--- src/mexp_pkg.sv ---
// ----------------------------------------------------------------------------
// mexp_pkg: shared definitions for the modular exponentiation unit
// Operand width, configuration map, reset values and sequencer states.
// ----------------------------------------------------------------------------
package mexp_pkg;

  // operand width of base, exponent, modulus and result
  localparam int WIDTH = 32;

  // bit counter inside one modular multiplication
  localparam int CNT_W = $clog2(WIDTH);
  // exponent bits still to scan, 0..WIDTH
  localparam int ECNT_W = $clog2(WIDTH + 1);

  // configuration port: 32-bit data, 64-bit once a register exceeds 32 bits
  localparam int DATA_W = (WIDTH > 32) ? 64 : 32;
  localparam int ADDR_LSB = (WIDTH > 32) ? 3 : 2;
  localparam int ADDR_W = ADDR_LSB + 1;
  localparam int IDX_W = ADDR_W - ADDR_LSB;

  // register indexes
  localparam logic [IDX_W-1:0] REG_EXPONENT = IDX_W'(0);
  localparam logic [IDX_W-1:0] REG_MODULUS = IDX_W'(1);

  // reset values
  localparam logic [WIDTH-1:0] EXP_RESET = WIDTH'(433);
  localparam logic [WIDTH-1:0] MOD_RESET = WIDTH'(2047);

  // sequencer states
  typedef enum logic [2:0] {
    ST_IDLE,
    ST_REDUCE,
    ST_LEAD,
    ST_SQR,
    ST_MUL,
    ST_DONE
  } state_e;

endpackage

--- src/modular_exponentiation_unit.sv ---
// ----------------------------------------------------------------------------
// modular_exponentiation_unit: base^exponent mod modulus
// Left-to-right binary square-and-multiply over one bit-serial interleaved
// modular multiplier; exponent and modulus are set over an APB-style port.
// ----------------------------------------------------------------------------
//
//  channel   | handshake                        | payload
//  ----------+----------------------------------+---------------------------
//  request   | start && !busy                   | base_i
//  result    | result_valid_o (one cycle)       | result_o
//  config    | psel && penable && pwrite        | paddr, pwdata (prdata)
//
// The multiplier yields one product bit per cycle.
// A request first reduces the base, then skips the leading zeros of the
// exponent, then runs one squaring per remaining exponent bit and one
// multiplication per set bit, and ends with the result strobe. Modulus
// below two answers 0 in the cycle after acceptance.
// Reset (rst_ni, asynchronous) restores exponent 433 and modulus 2047.
// The result is shown for one cycle and cannot be stalled.
//
module modular_exponentiation_unit
  import mexp_pkg::*;
(
  input  logic              clk_i,
  input  logic              rst_ni,
  // request
  input  logic              start,
  output logic              busy,
  input  logic [WIDTH-1:0]  base_i,
  // result
  output logic              result_valid_o,
  output logic [WIDTH-1:0]  result_o,
  // configuration
  input  logic              psel,
  input  logic              penable,
  input  logic              pwrite,
  input  logic [ADDR_W-1:0] paddr,
  input  logic [DATA_W-1:0] pwdata,
  output logic [DATA_W-1:0] prdata,
  output logic              pready
);

  state_e state_q, state_d;

  logic [WIDTH-1:0]  exp_q, mod_q;
  logic [WIDTH-1:0]  acc_q, acc_d;     // multiplier accumulator
  logic [WIDTH-1:0]  x_q, x_d;         // multiplicand
  logic [WIDTH-1:0]  y_q, y_d;         // multiplier, shifted out MSB first
  logic [CNT_W-1:0]  bcnt_q, bcnt_d;
  logic [WIDTH-1:0]  b_q, b_d;         // reduced base
  logic [WIDTH-1:0]  f_q, f_d;         // running power
  logic [WIDTH-1:0]  e_q, e_d;         // exponent, shifted out MSB first
  logic [ECNT_W-1:0] ecnt_q, ecnt_d;

  logic              accept;
  logic              mod_small;
  logic              mul_last;
  logic [IDX_W-1:0]  cfg_idx;
  logic [WIDTH+1:0]  sum;
  logic [WIDTH+2:0]  dif1, dif2;
  logic [WIDTH-1:0]  acc_nx;

  assign accept    = start && !busy;
  assign mod_small = (mod_q[WIDTH-1:1] == '0);
  assign mul_last  = (bcnt_q == '0);
  assign cfg_idx   = paddr[ADDR_W-1:ADDR_LSB];

  // configuration registers
  always_ff @(posedge clk_i or negedge rst_ni) begin
    if (!rst_ni) begin
      exp_q <= EXP_RESET;
      mod_q <= MOD_RESET;
    end else if (psel && penable && pwrite && pready) begin
      case (cfg_idx)
        REG_EXPONENT: exp_q <= pwdata[WIDTH-1:0];
        REG_MODULUS:  mod_q <= pwdata[WIDTH-1:0];
        default: ;
      endcase
    end
  end

  assign pready = 1'b1;

  always_comb begin
    case (cfg_idx)
      REG_EXPONENT: prdata = DATA_W'(exp_q);
      REG_MODULUS:  prdata = DATA_W'(mod_q);
      default:      prdata = '0;
    endcase
  end

  // one multiplier step: 2*acc + bit*x, below 3m, then take off m or 2m
  always_comb begin
    sum  = {1'b0, acc_q, 1'b0} + (y_q[WIDTH-1] ? {2'b00, x_q} : '0);
    dif1 = {1'b0, sum} - {3'b000, mod_q};
    dif2 = {1'b0, sum} - {2'b00, mod_q, 1'b0};
    if (!dif2[WIDTH+2]) begin
      acc_nx = dif2[WIDTH-1:0];
    end else if (!dif1[WIDTH+2]) begin
      acc_nx = dif1[WIDTH-1:0];
    end else begin
      acc_nx = sum[WIDTH-1:0];
    end
  end

  // next state
  always_comb begin
    state_d = state_q;
    case (state_q)
      ST_IDLE: begin
        if (accept) begin
          state_d = mod_small ? ST_DONE : ST_REDUCE;
        end
      end
      ST_REDUCE: begin
        if (mul_last) state_d = ST_LEAD;
      end
      ST_LEAD: begin
        if (ecnt_q == '0) begin
          state_d = ST_DONE;
        end else if (e_q[WIDTH-1]) begin
          state_d = ST_SQR;
        end
      end
      ST_SQR: begin
        if (mul_last) begin
          if (e_q[WIDTH-1]) begin
            state_d = ST_MUL;
          end else if (ecnt_q == ECNT_W'(1)) begin
            state_d = ST_DONE;
          end
        end
      end
      ST_MUL: begin
        if (mul_last) begin
          state_d = (ecnt_q == ECNT_W'(1)) ? ST_DONE : ST_SQR;
        end
      end
      ST_DONE: state_d = ST_IDLE;
      default: state_d = ST_IDLE;
    endcase
  end

  // handshake outputs
  always_comb begin
    busy           = (state_q != ST_IDLE);
    result_valid_o = (state_q == ST_DONE);
  end

  assign result_o = f_q;

  // datapath next values
  always_comb begin
    acc_d  = acc_q;
    x_d    = x_q;
    y_d    = y_q;
    bcnt_d = bcnt_q;
    b_d    = b_q;
    f_d    = f_q;
    e_d    = e_q;
    ecnt_d = ecnt_q;
    // multiplier advances in every multiply state
    if (state_q == ST_REDUCE || state_q == ST_SQR || state_q == ST_MUL) begin
      acc_d  = acc_nx;
      y_d    = {y_q[WIDTH-2:0], 1'b0};
      bcnt_d = bcnt_q - CNT_W'(1);
    end
    case (state_q)
      ST_IDLE: begin
        if (accept) begin
          e_d    = exp_q;
          ecnt_d = ECNT_W'(WIDTH);
          if (mod_small) begin
            f_d = '0;
          end else begin
            // base mod m as 1 * base
            acc_d  = '0;
            x_d    = WIDTH'(1);
            y_d    = base_i;
            bcnt_d = CNT_W'(WIDTH - 1);
          end
        end
      end
      ST_REDUCE: begin
        if (mul_last) begin
          b_d = acc_nx;
          f_d = WIDTH'(1);
        end
      end
      ST_LEAD: begin
        if (ecnt_q != '0) begin
          if (!e_q[WIDTH-1]) begin
            e_d    = {e_q[WIDTH-2:0], 1'b0};
            ecnt_d = ecnt_q - ECNT_W'(1);
          end else begin
            acc_d  = '0;
            x_d    = f_q;
            y_d    = f_q;
            bcnt_d = CNT_W'(WIDTH - 1);
          end
        end
      end
      ST_SQR: begin
        if (mul_last) begin
          f_d    = acc_nx;
          acc_d  = '0;
          bcnt_d = CNT_W'(WIDTH - 1);
          if (e_q[WIDTH-1]) begin
            x_d = acc_nx;
            y_d = b_q;
          end else begin
            e_d    = {e_q[WIDTH-2:0], 1'b0};
            ecnt_d = ecnt_q - ECNT_W'(1);
            x_d    = acc_nx;
            y_d    = acc_nx;
          end
        end
      end
      ST_MUL: begin
        if (mul_last) begin
          f_d    = acc_nx;
          e_d    = {e_q[WIDTH-2:0], 1'b0};
          ecnt_d = ecnt_q - ECNT_W'(1);
          acc_d  = '0;
          x_d    = acc_nx;
          y_d    = acc_nx;
          bcnt_d = CNT_W'(WIDTH - 1);
        end
      end
      default: ;
    endcase
  end

  // state register
  always_ff @(posedge clk_i or negedge rst_ni) begin
    if (!rst_ni) begin
      state_q <= ST_IDLE;
    end else begin
      state_q <= state_d;
    end
  end

  // datapath registers
  always_ff @(posedge clk_i) begin
    acc_q  <= acc_d;
    x_q    <= x_d;
    y_q    <= y_d;
    bcnt_q <= bcnt_d;
    b_q    <= b_d;
    f_q    <= f_d;
    e_q    <= e_d;
    ecnt_q <= ecnt_d;
  end

  // checks
  a_result_reduced: assert property (@(posedge clk_i) disable iff (!rst_ni)
    result_valid_o |-> (mod_small || result_o < mod_q))
    else $error("result not reduced below modulus");

  a_single_strobe: assert property (@(posedge clk_i) disable iff (!rst_ni)
    result_valid_o |=> !result_valid_o)
    else $error("result strobe longer than one cycle");

  a_accept_busy: assert property (@(posedge clk_i) disable iff (!rst_ni)
    accept |=> busy)
    else $error("request accepted but unit not busy");

  a_mul_operand: assert property (@(posedge clk_i) disable iff (!rst_ni)
    (state_q == ST_SQR || state_q == ST_MUL) |-> (acc_q < mod_q && x_q < mod_q))
    else $error("multiplier operand out of range");

endmodule

--- config.mk ---
export PLATFORM = sky130hd
export DESIGN_NAME = modular_exponentiation_unit
export DESIGN_NICKNAME = d
export VERILOG_FILES = /design/src/mexp_pkg.sv /design/src/modular_exponentiation_unit.sv
export SDC_FILE = /design/constraint.sdc
export NUM_CORES = 1
export LEC_CHECK = 0
export BUFFER_PORTS_ARGS = -buffer_cell sky130_fd_sc_hd__buf_2
export CAP_MARGIN = 20
export CORE_MARGIN = 2
export CORE_UTILIZATION = 36
export CTS_CLUSTER_SIZE = 40
export DETAILED_ROUTE_END_ITERATION = 10
export HOLD_SLACK_MARGIN = 0.03
export PLACE_DENSITY_LB_ADDON = 0.15
export SKIP_LAST_GASP = 1
export SLEW_MARGIN = 20
export SYNTH_ARGS = -nofsm -noshare
export SYNTH_HDL_FRONTEND = slang
export SYNTH_SLANG_ARGS = --single-unit
--- constraint.sdc ---
create_clock -name clk_i -period 6.1 [get_ports clk_i]
set_clock_uncertainty 0.1 [all_clocks]
set_input_delay 0.915 -clock clk_i [delete_from_list [all_inputs] [get_ports clk_i]]
set_output_delay 0.915 -clock clk_i [all_outputs]
set_load 0.005 [all_outputs]
==> run_results.csv <==
group,metric,value,unit
run_status,status,"finished clean",
worst_setup_path,endpoint_kind,"flip-flop",
worst_setup_path,slowest_delay,410,ps
logic_synthesis,synth_ff_type,"edfxtp_1",
route,drc,0,
grt,antenna_found_initial,0,
logic_synthesis,yosysWarnings,0,
floorplanning,core,52300,sq um
route,via_count,17300,
route,first_iter_violations,1306,
logic_synthesis,ys_types,109,
logic_synthesis,syn_inst,2066,
logic_synthesis,synth_edf_count,134,
logic_synthesis,synthArstFlopShare,24.8,%
worst_setup_path,crit_chain,"buf_6, and2_1, ha_1, a21oi_2, o21ai_0, a311o_1, a21oi_4, o21bai_1, xor2_1, buf_4, ha_1, o21ai_1, o21bai_1, o31a_1, a311o_1, a311o_1, a31o_1, a211oi_2, nor3_1, o311ai_4, buf_6, nor2_1, a21o_1",
floorplanning,die_y,233,microns
sta,final-setup-viol-count,0,
cells_and_area,syn2layout_area_growth,19.3,%
worst_setup_path,slowest_stage,"a311o_1",
grt,grt_max_degree,68,
cells_and_area,fillers,5141,
clock_network,clk_latency,540,ps
logic_synthesis,synth-seq-area-share,37.5,%
place,dp.final_hpwl,50000,microns
grt,grt_pass1_wl,100000,microns
floorplanning,start_util,36.2,%
clock_network,cts-root-buf,"clkbuf_16",
clock_network,cts_buffer_depth,3,
cells_and_area,stdcell_count,2995,
place,portBuffers,136,
sta,fin_crit,5880,ps
logic_synthesis,syn_nets,2240,
grt,grtUsageTotal,24.2,%
route,finalWirelength,66900,microns
clock_network,tritoncts,"built",
sta,report.final.slew_viol_count,0,
grt,overflow,0,
route,ant_nets,0,
sta,worstMarginPinSlew,1050,ps
floorplanning,num_rows,84,
route,via_per_inst,5.79,
worst_setup_path,cp_common_cell,"a311o_1",
cells_and_area,drive_gt1_share,23.8,%
logic_synthesis,syn_avg_cell_area,9.17,sq um
worst_setup_path,worstPathArrival,6070,ps
sta,max_slew_margin,30.1,%
logic_synthesis,synthTopCellsByCount,"nand2_1, a21oi_1, nor2_1, edfxtp_1, o21ai_0",
sta,post-route-period-util,96.4,%
logic_synthesis,synth_top_cell_by_area,"edfxtp_1",
floorplanning,ios,140,
worst_setup_path,timing_worst_setup_path_type,"reg2reg",
place,placed_cells,2924,
grt,grt_pass1_vias,16400,
place,place_congestion,0.903,
logic_synthesis,synth_area_leaders,"edfxtp_1, dfxtp_1, dfrtp_1, ha_1, mux2_2",
job,max-cap-violations,0,
sta,whs,359,ps
cells_and_area,antenna_cells,0,
sta,fmaxAchievable,170,MHz
hold_path,hold_path.class,"reg2reg",
worst_setup_path,worstPathRequired,6290,ps
clock_network,h-tree-depth,2,
floorplanning,die_w,233,microns
worst_setup_path,path_max_fanout,19,
floorplanning,die-area,54500,sq um
logic_synthesis,netlist_area,18900,sq um
logic_synthesis,ys_seq_elements,270,
sta,hold_viol,0,
worst_setup_path,cp-start-kind,"flip-flop",
clock_network,cts_sinks,270,
route,post_drt_wl_per_cell,22.3,microns
sta,rsz0062_at_grt,"yes",
clock_network,cts_buffers,34,
logic_synthesis,yosysMostFrequentCell,"nand2_1",
route,firstDrtPassIters,6,
cells_and_area,final_nets,2456,
clock_network,clk_pin_slew,60,ps
logic_synthesis,synthDominantCellAreaShare,21.2,%
==> layer usage <==
layer | track usage, % | wire length, microns | vias up
met4 | 8.58 | 2340 | 0
met3 | 2.98 | 3820 | 103
met1 | 34.0 | 30600 | 8526
met5 | 0 | 0 | -
li1 | - | - | 8152
met2 | 38.4 | 30200 | 546
==> state kept, by name, summed over array words and instances, names as in the netlist <==
name,cells
b_q,32
ecnt_q,6
state_q,3
x_q,32
result_o,32
y_q,32
e_q,32
acc_q,32
bcnt_q,5
exp_q,32
mod_q,32
==> worst paths after layout <==
check	startpoint	end	slack [ps]	depth (start not counted)
worst max-delay path	y_q[31]	x_q[29]	220	23
worst min-delay path	acc_q[10]	acc_q[10]	360	2
worst max register to register	y_q[31]	x_q[29]	220	23
worst min register to register	acc_q[10]	acc_q[10]	360	2
max in group asynchronous	rst_ni	state_q[0]	4890	1
min in group asynchronous	rst_ni	exp_q[13]	400	1
==> cell type report <==
class	count	area, sq um	area share (%)
multi-input cells	1606	11300	50.0
flip-flops and latches	270	7100	31.4
repair buffers	283	1880	8.33
clock buffers	50	1020	4.53
well taps	688	861	3.81
inverters	87	327	1.44
clock inverters	11	109	0.481
==> through the flow <==
stage	util, %	setup WS [ps]	setup TNS (ps)	cell area, sq um
2_1_floorplan	-	718	0	18900
3_3_place_gp	40.6	72.8	0	21200
3_5_place_dp	40.6	34.6	0	21200
4_1_cts	42.7	4.07	0	22400
5_1_grt	43.2	-59.6	-174	22600
6_report	43.2	222	0	22600
==> critical path, delay by kind of cell, from the launching register on <==
| family | cells | cell delay [ps] |
|---|---|---|
| AO/OA/AOI/OAI | 14 | 3450 |
| adder cells (fa/ha/maj) | 2 | 600 |
| buffers and inverters | 3 | 510 |
| flip-flops | 1 | 340 |
| AND/OR/NAND/NOR | 3 | 310 |
| XOR/XNOR | 1 | 300 |
==> layout by cell type (no fill, tap or decap), types with 13 or more instances in the layout <==
master,count
edfxtp_1,134
a211oi_1,48
nand3_1,42
nand2b_1,18
a221oi_1,16
nand2_1,203
and2_1,59
xor2_1,31
nor4_1,13
buf_4,137
o21bai_1,16
nor3_1,39
mux2i_1,33
buf_2,136
o211ai_1,24
o21ai_0,114
dfrtp_1,51
o21a_1,23
a22o_1,34
dfstp_2,16
a21oi_1,161
nand4_1,13
ha_1,98
xnor2_1,38
mux2_2,100
nor2_1,156
dfxtp_1,68
clkbuf_16,37
a31oi_1,15
a21o_1,58
inv_1,82
==> logic make-up after synthesis <==
kind of cell | after synthesis | share of synthesized area [%]
simple gates | 620 | 15.5
other cells | 1 | 0.0198
buf+inv | 190 | 4.07
flops | 270 | 37.5
compound gates | 676 | 25.0
xor+xnor | 72 | 3.33
fa+ha+maj | 101 | 6.79
mux | 136 | 7.88
==> timing repair <==
item	4_1_cts	5_1_grt
gates resized for setup	0	31
hold buffers	0	0
buffers inserted	0	10
hold endpoints to repair	0	0
endpoints found under the setup margin	0	131
Power is left out: the tool's default activity adds up to more than one toggle a clock period on the data nets, which glitch-free logic cannot reach.
